--- src/rtl/rtpp_pkg.sv ---
// Shared constants, register codes and helper functions of the RTP packet pacer.
`timescale 1ns / 1ps

package rtpp_pkg;

    localparam logic [31:0] SPREAD_RESET    = 32'd100000;
    localparam logic [31:0] AHEAD_RESET     = 32'd200000;
    localparam logic [15:0] MEDIA_LEN_RESET = 16'd1450;

    // A multiply by this value followed by a shift of MS_RECIP_SHIFT gives an exact
    // floor division by 1000 for every 32-bit operand.
    localparam logic [31:0] MS_RECIP       = 32'd2199023256;
    localparam int          MS_RECIP_SHIFT = 41;
    localparam int          SPREAD_Q_W     = 64 - MS_RECIP_SHIFT;

    localparam logic [63:0] WARN_INTERVAL_US = 64'd1000000;

    localparam int PROD_W    = 49;
    localparam int DVD_W     = 59;
    localparam int DIV_STEPS = 32;
    localparam int CNT_W     = $clog2(DIV_STEPS);

    localparam logic MEDIA_VIDEO = 1'b1;

    typedef enum logic [1:0] {
        CFG_MAX_SPREAD    = 2'd0,
        CFG_MAX_AHEAD     = 2'd1,
        CFG_MAX_MEDIA_LEN = 2'd2
    } cfg_index_t;

    function automatic logic [31:0] rtp_scale(input logic kind, input logic [31:0] ts);
        logic [31:0] video;
        video = (ts << 6) + (ts << 4) + (ts << 3) + (ts << 1);
        return (kind == MEDIA_VIDEO) ? video : (ts << 3);
    endfunction

    function automatic logic [DVD_W-1:0] ms_to_us(input logic [PROD_W-1:0] x);
        return {x, 10'd0} - {6'd0, x, 4'd0} - {7'd0, x, 3'd0};
    endfunction

endpackage

--- src/rtl/rtp_packet_pacer.sv ---
// Top level of the RTP packet pacer: wire time, release time and pacing cursor.
`timescale 1ns / 1ps

//  channel | direction | handshake             | payload
//  in      | input     | in_valid / in_ready   | one packet descriptor word
//  out     | output    | out_valid / out_ready | one release word per kept packet
//  cfg     | input     | cfg_valid / cfg_ready | register index and data
//
// A kept packet runs through ST_CHECK, ST_CLAMP, ST_SCALE, ST_DIVIDE and ST_FINISH, and
// ST_DIVIDE is skipped when the frame length is zero or the quotient saturates; in_ready
// and out_valid rise together. A dropped packet frees the input straight from ST_CHECK.
// The wire time quotient comes from a bit-serial divider that retires one bit per cycle,
// and that divider sets the pace.
// One packet is in work at a time; the next word is taken while the result waits.
// Async reset clears the cursor, warning time and state; the limits take their defaults.
// A stalled result holds the last stage until the output register is free.

module rtp_packet_pacer
    import rtpp_pkg::*;
(
    input  logic        clk,
    input  logic        rst_n,

    input  logic        in_valid,
    output logic        in_ready,
    input  logic        media_kind,
    input  logic [31:0] frame_timestamp_ms,
    input  logic [31:0] frame_duration_ms,
    input  logic [31:0] frame_total_length,
    input  logic [15:0] prefix_length,
    input  logic [15:0] payload_size,
    input  logic        last_in_frame,
    input  logic [63:0] now_us,

    output logic        out_valid,
    input  logic        out_ready,
    output logic [63:0] release_time_us,
    output logic [31:0] wire_time_us,
    output logic [31:0] rtp_timestamp,
    output logic [15:0] media_length,
    output logic        marker,
    output logic        ahead_clipped,
    output logic        rate_warning,

    input  logic        cfg_valid,
    output logic        cfg_ready,
    input  logic [1:0]  cfg_index,
    input  logic [31:0] cfg_data
);

    typedef enum logic [2:0] {
        ST_IDLE,
        ST_CHECK,
        ST_CLAMP,
        ST_SCALE,
        ST_DIVIDE,
        ST_FINISH
    } state_t;

    state_t                 state_reg, state_next;
    logic [31:0]            max_spread_reg, max_spread_next;
    logic [31:0]            max_ahead_reg, max_ahead_next;
    logic [15:0]            max_len_reg, max_len_next;
    logic [63:0]            cursor_reg, cursor_next;
    logic [63:0]            last_warn_reg, last_warn_next;

    logic                   kind_reg, kind_next;
    logic                   last_reg, last_next;
    logic [31:0]            ts_reg, ts_next;
    logic [31:0]            dur_reg, dur_next;
    logic [31:0]            flen_reg, flen_next;
    logic [16:0]            len_reg, len_next;
    logic [63:0]            now_reg, now_next;
    logic [63:0]            release_reg, release_next;
    logic [SPREAD_Q_W-1:0]  spread_q_reg, spread_q_next;
    logic [PROD_W-1:0]      prod_reg, prod_next;
    logic [63:0]            limit_reg, limit_next;
    logic                   warn_due_reg, warn_due_next;
    logic [31:0]            rem_reg, rem_next;
    logic [31:0]            dq_reg, dq_next;
    logic [CNT_W-1:0]       cnt_reg, cnt_next;

    logic                   out_valid_reg, out_valid_next;
    logic [63:0]            out_release_reg, out_release_next;
    logic [31:0]            out_wire_reg, out_wire_next;
    logic [31:0]            out_rtp_reg, out_rtp_next;
    logic [15:0]            out_len_reg, out_len_next;
    logic                   out_marker_reg, out_marker_next;
    logic                   out_clip_reg, out_clip_next;
    logic                   out_warn_reg, out_warn_next;

    logic [63:0]            spread_prod;
    logic [31:0]            dur_eff;
    logic [DVD_W-1:0]       dividend;
    logic [32:0]            div_trial;
    logic                   div_ge;
    logic [64:0]            limit_sum;
    logic [64:0]            cursor_sum;
    logic [63:0]            cursor_sat;
    logic                   clip;

    assign spread_prod = max_spread_reg * MS_RECIP;
    assign dur_eff     = (dur_reg > {{(32-SPREAD_Q_W){1'b0}}, spread_q_reg})
                       ? {{(32-SPREAD_Q_W){1'b0}}, spread_q_reg} : dur_reg;
    assign dividend    = ms_to_us(prod_reg);
    assign div_trial   = {rem_reg, dq_reg[31]};
    assign div_ge      = div_trial >= {1'b0, flen_reg};
    assign limit_sum   = {1'b0, release_reg} + {33'd0, max_ahead_reg};
    assign cursor_sum  = {1'b0, release_reg} + {33'd0, dq_reg};
    assign cursor_sat  = cursor_sum[64] ? {64{1'b1}} : cursor_sum[63:0];
    assign clip        = cursor_sat > limit_reg;

    always_comb
    begin
        state_next       = state_reg;
        max_spread_next  = max_spread_reg;
        max_ahead_next   = max_ahead_reg;
        max_len_next     = max_len_reg;
        cursor_next      = cursor_reg;
        last_warn_next   = last_warn_reg;
        kind_next        = kind_reg;
        last_next        = last_reg;
        ts_next          = ts_reg;
        dur_next         = dur_reg;
        flen_next        = flen_reg;
        len_next         = len_reg;
        now_next         = now_reg;
        release_next     = release_reg;
        spread_q_next    = spread_q_reg;
        prod_next        = prod_reg;
        limit_next       = limit_reg;
        warn_due_next    = warn_due_reg;
        rem_next         = rem_reg;
        dq_next          = dq_reg;
        cnt_next         = cnt_reg;
        out_valid_next   = out_valid_reg;
        out_release_next = out_release_reg;
        out_wire_next    = out_wire_reg;
        out_rtp_next     = out_rtp_reg;
        out_len_next     = out_len_reg;
        out_marker_next  = out_marker_reg;
        out_clip_next    = out_clip_reg;
        out_warn_next    = out_warn_reg;

        if (out_valid_reg && out_ready)
        begin
            out_valid_next = 1'b0;
        end

        if (cfg_valid)
        begin
            case (cfg_index)
                CFG_MAX_SPREAD:    max_spread_next = cfg_data;
                CFG_MAX_AHEAD:     max_ahead_next  = cfg_data;
                CFG_MAX_MEDIA_LEN: max_len_next    = cfg_data[15:0];
                default:           ;
            endcase
        end

        case (state_reg)
            ST_IDLE:
            begin
                if (in_valid)
                begin
                    kind_next  = media_kind;
                    last_next  = last_in_frame;
                    ts_next    = frame_timestamp_ms;
                    dur_next   = frame_duration_ms;
                    flen_next  = frame_total_length;
                    len_next   = {1'b0, prefix_length} + {1'b0, payload_size};
                    now_next   = now_us;
                    state_next = ST_CHECK;
                end
            end
            ST_CHECK:
            begin
                spread_q_next = spread_prod[63:MS_RECIP_SHIFT];
                release_next  = (cursor_reg < now_reg) ? now_reg : cursor_reg;
                state_next    = (len_reg > {1'b0, max_len_reg}) ? ST_IDLE : ST_CLAMP;
            end
            ST_CLAMP:
            begin
                prod_next     = len_reg * dur_eff;
                limit_next    = limit_sum[64] ? {64{1'b1}} : limit_sum[63:0];
                warn_due_next = (release_reg - last_warn_reg) > WARN_INTERVAL_US;
                state_next    = ST_SCALE;
            end
            ST_SCALE:
            begin
                cnt_next = '0;
                if (flen_reg == 32'd0)
                begin
                    dq_next    = 32'd0;
                    state_next = ST_FINISH;
                end
                else if ({5'd0, dividend[DVD_W-1:32]} >= flen_reg)
                begin
                    dq_next    = {32{1'b1}};
                    state_next = ST_FINISH;
                end
                else
                begin
                    rem_next   = {5'd0, dividend[DVD_W-1:32]};
                    dq_next    = dividend[31:0];
                    state_next = ST_DIVIDE;
                end
            end
            ST_DIVIDE:
            begin
                rem_next = div_ge ? 32'(div_trial - {1'b0, flen_reg}) : div_trial[31:0];
                dq_next  = {dq_reg[30:0], div_ge};
                cnt_next = cnt_reg + 1'b1;
                if (cnt_reg == CNT_W'(DIV_STEPS - 1))
                begin
                    state_next = ST_FINISH;
                end
            end
            ST_FINISH:
            begin
                if (!out_valid_reg || out_ready)
                begin
                    cursor_next      = clip ? limit_reg : cursor_sat;
                    if (clip && warn_due_reg)
                    begin
                        last_warn_next = release_reg;
                    end
                    out_valid_next   = 1'b1;
                    out_release_next = release_reg;
                    out_wire_next    = dq_reg;
                    out_rtp_next     = rtp_scale(kind_reg, ts_reg);
                    out_len_next     = len_reg[15:0];
                    out_marker_next  = last_reg;
                    out_clip_next    = clip;
                    out_warn_next    = clip && warn_due_reg;
                    state_next       = ST_IDLE;
                end
            end
            default:
            begin
                state_next = ST_IDLE;
            end
        endcase
    end

    always_ff @(posedge clk or negedge rst_n)
    begin
        if (!rst_n)
        begin
            state_reg       <= ST_IDLE;
            max_spread_reg  <= SPREAD_RESET;
            max_ahead_reg   <= AHEAD_RESET;
            max_len_reg     <= MEDIA_LEN_RESET;
            cursor_reg      <= '0;
            last_warn_reg   <= '0;
            kind_reg        <= 1'b0;
            last_reg        <= 1'b0;
            ts_reg          <= '0;
            dur_reg         <= '0;
            flen_reg        <= '0;
            len_reg         <= '0;
            now_reg         <= '0;
            release_reg     <= '0;
            spread_q_reg    <= '0;
            prod_reg        <= '0;
            limit_reg       <= '0;
            warn_due_reg    <= 1'b0;
            rem_reg         <= '0;
            dq_reg          <= '0;
            cnt_reg         <= '0;
            out_valid_reg   <= 1'b0;
            out_release_reg <= '0;
            out_wire_reg    <= '0;
            out_rtp_reg     <= '0;
            out_len_reg     <= '0;
            out_marker_reg  <= 1'b0;
            out_clip_reg    <= 1'b0;
            out_warn_reg    <= 1'b0;
        end
        else
        begin
            state_reg       <= state_next;
            max_spread_reg  <= max_spread_next;
            max_ahead_reg   <= max_ahead_next;
            max_len_reg     <= max_len_next;
            cursor_reg      <= cursor_next;
            last_warn_reg   <= last_warn_next;
            kind_reg        <= kind_next;
            last_reg        <= last_next;
            ts_reg          <= ts_next;
            dur_reg         <= dur_next;
            flen_reg        <= flen_next;
            len_reg         <= len_next;
            now_reg         <= now_next;
            release_reg     <= release_next;
            spread_q_reg    <= spread_q_next;
            prod_reg        <= prod_next;
            limit_reg       <= limit_next;
            warn_due_reg    <= warn_due_next;
            rem_reg         <= rem_next;
            dq_reg          <= dq_next;
            cnt_reg         <= cnt_next;
            out_valid_reg   <= out_valid_next;
            out_release_reg <= out_release_next;
            out_wire_reg    <= out_wire_next;
            out_rtp_reg     <= out_rtp_next;
            out_len_reg     <= out_len_next;
            out_marker_reg  <= out_marker_next;
            out_clip_reg    <= out_clip_next;
            out_warn_reg    <= out_warn_next;
        end
    end

    assign in_ready        = (state_reg == ST_IDLE);
    assign cfg_ready       = 1'b1;
    assign out_valid       = out_valid_reg;
    assign release_time_us = out_release_reg;
    assign wire_time_us    = out_wire_reg;
    assign rtp_timestamp   = out_rtp_reg;
    assign media_length    = out_len_reg;
    assign marker          = out_marker_reg;
    assign ahead_clipped   = out_clip_reg;
    assign rate_warning    = out_warn_reg;

    // The cursor never moves back, since each new value is at least the release time.
    a_cursor_monotonic: assert property (@(posedge clk) disable iff (!rst_n)
        cursor_reg >= $past(cursor_reg))
        else $error("pacing cursor moved backwards");

    a_warn_needs_clip: assert property (@(posedge clk) disable iff (!rst_n)
        out_valid_reg |-> (!out_warn_reg || out_clip_reg))
        else $error("rate warning without clipping");

    a_div_remainder: assert property (@(posedge clk) disable iff (!rst_n)
        (state_reg == ST_DIVIDE) |-> (rem_reg < flen_reg))
        else $error("divider remainder not below divisor");

    a_cursor_after_release: assert property (@(posedge clk) disable iff (!rst_n)
        out_valid_reg |-> (cursor_reg >= out_release_reg))
        else $error("cursor behind the last release time");

endmodule

--- config.mk ---
export PLATFORM = sky130hd
export DESIGN_NAME = rtp_packet_pacer
export DESIGN_NICKNAME = d
export VERILOG_FILES = /design/src/rtl/rtpp_pkg.sv /design/src/rtl/rtp_packet_pacer.sv
export SDC_FILE = /design/constraint.sdc
export NUM_CORES = 2
export LEC_CHECK = 0
export ABC_CLOCK_PERIOD_IN_PS = 27300
export BUFFER_PORTS_ARGS = -buffer_cell sky130_fd_sc_hd__clkbuf_2
export CAP_MARGIN = 20
export CORE_MARGIN = 5
export CORE_UTILIZATION = 50
export CTS_CLUSTER_DIAMETER = 100
export CTS_CLUSTER_SIZE = 25
export DETAILED_ROUTE_END_ITERATION = 16
export PLACE_DENSITY = 0.63
export SLEW_MARGIN = 20
export SYNTH_ARGS = -nofsm -noshare
export SYNTH_HDL_FRONTEND = slang
export SYNTH_SLANG_ARGS = --single-unit
--- constraint.sdc ---
create_clock -name clk -period 27.3 [get_ports clk]
set_clock_uncertainty 0.05 [all_clocks]
set_input_delay 1.365 -clock clk [delete_from_list [all_inputs] [get_ports clk]]
set_output_delay 1.365 -clock clk [all_outputs]
set_load 0.02 [all_outputs]
; After elaboration in Yosys (flattened, before gate mapping)
; Cells that the tools add are included.
[op_classes]
addsub = 11
mul = 2
order_cmp = 7
n_eq_ne = 13
muxes = 24
reduce_logical = 16
[op_table]
columns = cell, count
row1 = $mux W64, 4
row2 = $mux W32, 7
row3 = $add A64 B32 Y65, 2
row4 = $pmux W32 S2, 2
row5 = $add A32 B32 Y32, 3
row6 = $gt A64 B20 Y1 const B, 1
row7 = $gt A64 B64 Y1, 1
row8 = $lt A64 B64 Y1, 1
row9 = $sub A64 B64 Y64, 1
row10 = $mul A32 B29 Y61 const B, 1
row11 = $sub A59 B52 Y59, 1
row12 = $sub A59 B53 Y59, 1
row13 = $mul A17 B32 Y49, 1
row14 = $ge A33 B32 Y1, 1
row15 = $ge A27 B32 Y1, 1
row16 = $gt A32 B23 Y1, 1
row17 = $logic_not A32 Y1, 1
row18 = $sub A32 B32 Y32, 1
row19 = $pmux W3 S6, 1
row20 = $add A16 B16 Y17, 1
row21 = $gt A17 B16 Y1, 1
row22 = $ne A2 B2 Y1 const B, 5
row23 = $pmux W5 S2, 1
row24 = $reduce_and A2 Y1, 5
row25 = other kinds (17), 28
[totals]
ff_bits = 807
inputBits = 233
out_inout_bits = 150
word_cells = 102

; Longest topological paths before layout
[logic_depth]
ltp_word = 6
depth_mapped = 42
depth_no_buf = 41

; Worst setup path after synthesis
; OpenSTA, ideal clock, no wires.
[synth_path]
kind = register to register
startpoint = register dur_reg[1]
endpoint = register prod_reg[42]
setup_time_ps = 133
arrival_time_ps = 8747
required_ps = 27117
slack_ps = 18370
stages_incl_launch_ff = 40
path_buffers = 2
synth_period_minus_slack_ps = 8930
path_cell_list = dfrtp_1 -> ha_1 -> nor2b_1 -> o21ai_0 -> nand2b_1 -> a21oi_1 -> nor2_1 -> a211oi_1 -> o21ai_0 -> nand2_1 -> o2111ai_1 -> a31oi_1 -> clkbuf_1 -> nand2_1 -> o21ai_1 -> clkbuf_1 -> nand2_1 -> fa_1 -> [4 not listed] -> fa_1 -> inv_1 -> fa_1 -> inv_1 -> ha_1 -> a21o_1 -> a21oi_1 -> o21ai_0 -> a21oi_1 -> o21ai_0 -> a22o_1 -> a311oi_2 -> o21bai_1 -> a221oi_2 -> o211a_1 -> o21ai_0 -> xnor2_1 -> o21ai_0
[synth_between]
elab_chain_cells = 3
[synth_lines]
columns = item, line
row1 = from (decl), rtp_packet_pacer.sv:70  ; logic [31:0] dur_reg, dur_next;
row2 = from (signal assigned), rtp_packet_pacer.sv:290  ; dur_reg <= dur_next;
row3 = $gt A32 B23 Y1, rtp_packet_pacer.sv:103  ; assign dur_eff = (dur_reg > {{(32-SPREAD_Q_W){1'b0}}, spread_q_reg})
row4 = $mux W32 (*), rtp_packet_pacer.sv:104  ; ? {{(32-SPREAD_Q_W){1'b0}}, spread_q_reg} : dur_reg;
row5 = $mul A17 B32 Y49 (*), rtp_packet_pacer.sv:183  ; prod_next = len_reg * dur_eff;
row6 = to (signal assigned), rtp_packet_pacer.sv:296  ; prod_reg <= prod_next;
row7 = to (decl), rtp_packet_pacer.sv:76  ; logic [PROD_W-1:0] prod_reg, prod_next;
; Every way passes the cells marked *; elsewhere a longest branch is shown, timed or not.
; A chain may end at the register's enable or synchronous reset.

; Final worst setup path
; Same ends and word-level chain as after synthesis.

==> metrics <==
Slew Viols, Final=0; Setup Viol. Count Final=0; R2R cell count=37; post-route clock period utilization=37.3%; die footprint=178000 µm²; Place WS=17170 ps; final std cells w/o fill=12100; Vias/cell=5.49; Hold-fix buffers, CTS=0; post-CTS setup buffer count=0; GRT overflow=0; core outline area=169000 µm²; reg2reg start=dur_reg[1]; register area=20200 µm²; Inst Count DP=12000; largest net degree at the start of global routing=163; GPL Wtd Cong=0.954; slowest cell on the critical path=fa_1; fillers=15800; Worst-Skew Late Latency=670 ps; max-cap violations=0; Final Worst Setup Slack=17110 ps; Tightest Pin Transition=1130 ps; area of the multi-input gates=58100 µm²; CP peak stage delay=540 ps; initial antenna violation count=2; Worst setup EP type=register; setup total negative slack=0 ps; YS warnings=0; Setup CP Type=register to register; most used flip-flop cell after synthesis=dfrtp_1; WHS Path Cells=2; Layout Nets=11900; Die X=421 µm; max_slew headroom=25.0%; worst flop-to-flop path endpoint=prod_reg[42]; post-DP HPWL=191000 µm; Fmax=0.0981 GHz; share of synthesized registers carrying an async set or reset=100%; Inserted Clock Buffers=43; synthesized area=84600 µm²; Avg WL per Cell=19.9 µm; Reg clk slew, reported paths=110 ps; final wirelength=241000 µm; Worst Path Max Fanout=29; maximum clock path buffer count=3; Via Count=66600; IO buf count=379; Yosys top cell area share=23.3%; WHS Endpoint=rtp_timestamp[1]; status=completed; number of DRC markers in iteration 0=4575; H-tree Lvls=2; Antenna Nets Post-Route=0; Initial Util=50.1%; syn_area_per_cell=8.83 µm²; layout cell share with drive strength beyond 1=7.26%; sequential area share after synthesis=23.9%; vias in the first global route=68600; area leader, netlist=dfrtp_1; Hold Violations, Final=0; Hold Path Class=register to register; ranking of synthesized cells by area=dfrtp_1, fa_1, ha_1; Synth Instances=9582; crit start category=register; first-pass GRT wire length=388000 µm; FF+latch count, synth=806; Post-synth EDFFs=0; CP Data Required Time=27750 ps; min-delay src=rtp_timestamp[1]; DRC violations left=0; CTS tree=built; Root Buffer=clkbuf_16; R2R setup slack=17110 ps; Area after DPL=89300 µm²; RSZ-0062 raised after global routing=false; Die Ht=421 µm; Rows=151; top-level port count=383; Final Critical Period=10190 ps; number of gates resized after cts=0; GRT Overall Usage=27.2%; Unique masters post-synth=95; DRT Pass-1 Iters=7; design area=90700 µm²; clock sinks=806; Worst EP arrival=10640 ps; Area Overhead vs Synth=7.15%
cells in the mapped netlist (all sizes together), types with 27 or more instances:
cell,instances
ha,972
a21o,227
o21a,52
inv,1487
o21bai,48
xor2,125
nor3,83
fa,847
buf,38
nor2,318
nand4,115
nand2,1532
o21ai,766
o31ai,27
a211oi,33
nand3,96
nor2b,66
and2,196
nand2b,66
dfrtp,788
o211ai,47
a22oi,35
a21oi,479
and3,43
xnor2,172
mux2i,102
clkbuf,347
mux2,84
nor4,34
a31oi,61
stage by stage:
stage | utilization, % | hold WS [ps]
finish | 53.7 | 425
global route | 53.7 | 451
CTS | 53.7 | 431
detailed placement | 52.9 | 409
global placement | 52.9 | 407
floorplan | - | 389
final cells by class:
| type | instances | share of cell area (%) |
|---|---|---|
| Timing Repair Buffer | 476 | 2.94 |
| Sequential cell | 806 | 22.3 |
| Tap cell | 2218 | 3.06 |
| Multi-Input combinational cell | 7057 | 64.1 |
| Inverter | 1487 | 6.16 |
| Clock inverter | 17 | 0.236 |
| Antenna cell | 2 | 0.00552 |
| Clock buffer | 50 | 1.23 |
layer usage:
metal | track usage, % | wire length (µm) | up-vias
met5 | 0 | 0 | -
met2 | 45.7 | 114000 | 1640
met4 | 9.36 | 10100 | 0
met3 | 3.12 | 11600 | 366
li1 | - | - | 31800
met1 | 36.8 | 106000 | 32800
worst max-delay path, delay by kind of cell, from the launching register on:
kind            cells  cell delay (ps)
compound gates     19             4360
xor+xnor            1              160
fa+ha+maj           8             3760
buf+inv             3              530
flops               1              410
simple gates        6              740
layout by cell type, fill, tap and decap left out, drive strengths merged, types with 227 or more instances in the layout:
cell type	Yosys	routed
inv	1487	1495
a21o	227	227
nor2	318	318
fa	847	847
nand2	1532	1532
clkbuf	347	428
dfrtp	788	788
o21ai	766	766
ha	972	972
a21oi	479	479
kinds of logic (layout without fill, tap and decap cells):
kind of cell             Yosys count  in the layout  share of synthesized area, %
AND/OR/NAND/NOR                 2629           2629                          13.8
AO/OA/AOI/OAI                   1971           1971                          14.2
buffers and inverters           1872           2030                          8.34
adder cells (fa/ha/maj)         1819           1819                          34.4
flip-flops                       806            806                          23.9
XOR/XNOR                         297            297                          3.07
multiplexers                     186            186                          2.32
other                              2            157                       0.00888
worst max-delay path by stage:
stage | start | to | cells after the start
2_1_floorplan | dur_reg[1] | prod_reg[42] | 39
3_3_place_gp | dur_reg[1] | prod_reg[42] | 37
3_5_place_dp | dur_reg[1] | prod_reg[42] | 37
4_1_cts | dur_reg[1] | prod_reg[42] | 37
5_1_grt | spread_q_reg[1] | prod_reg[42] | 38
6_report | dur_reg[1] | prod_reg[42] | 37
Power is not shown: default switching activity piles up to over one toggle a cycle in this logic, so the estimate is an artifact.
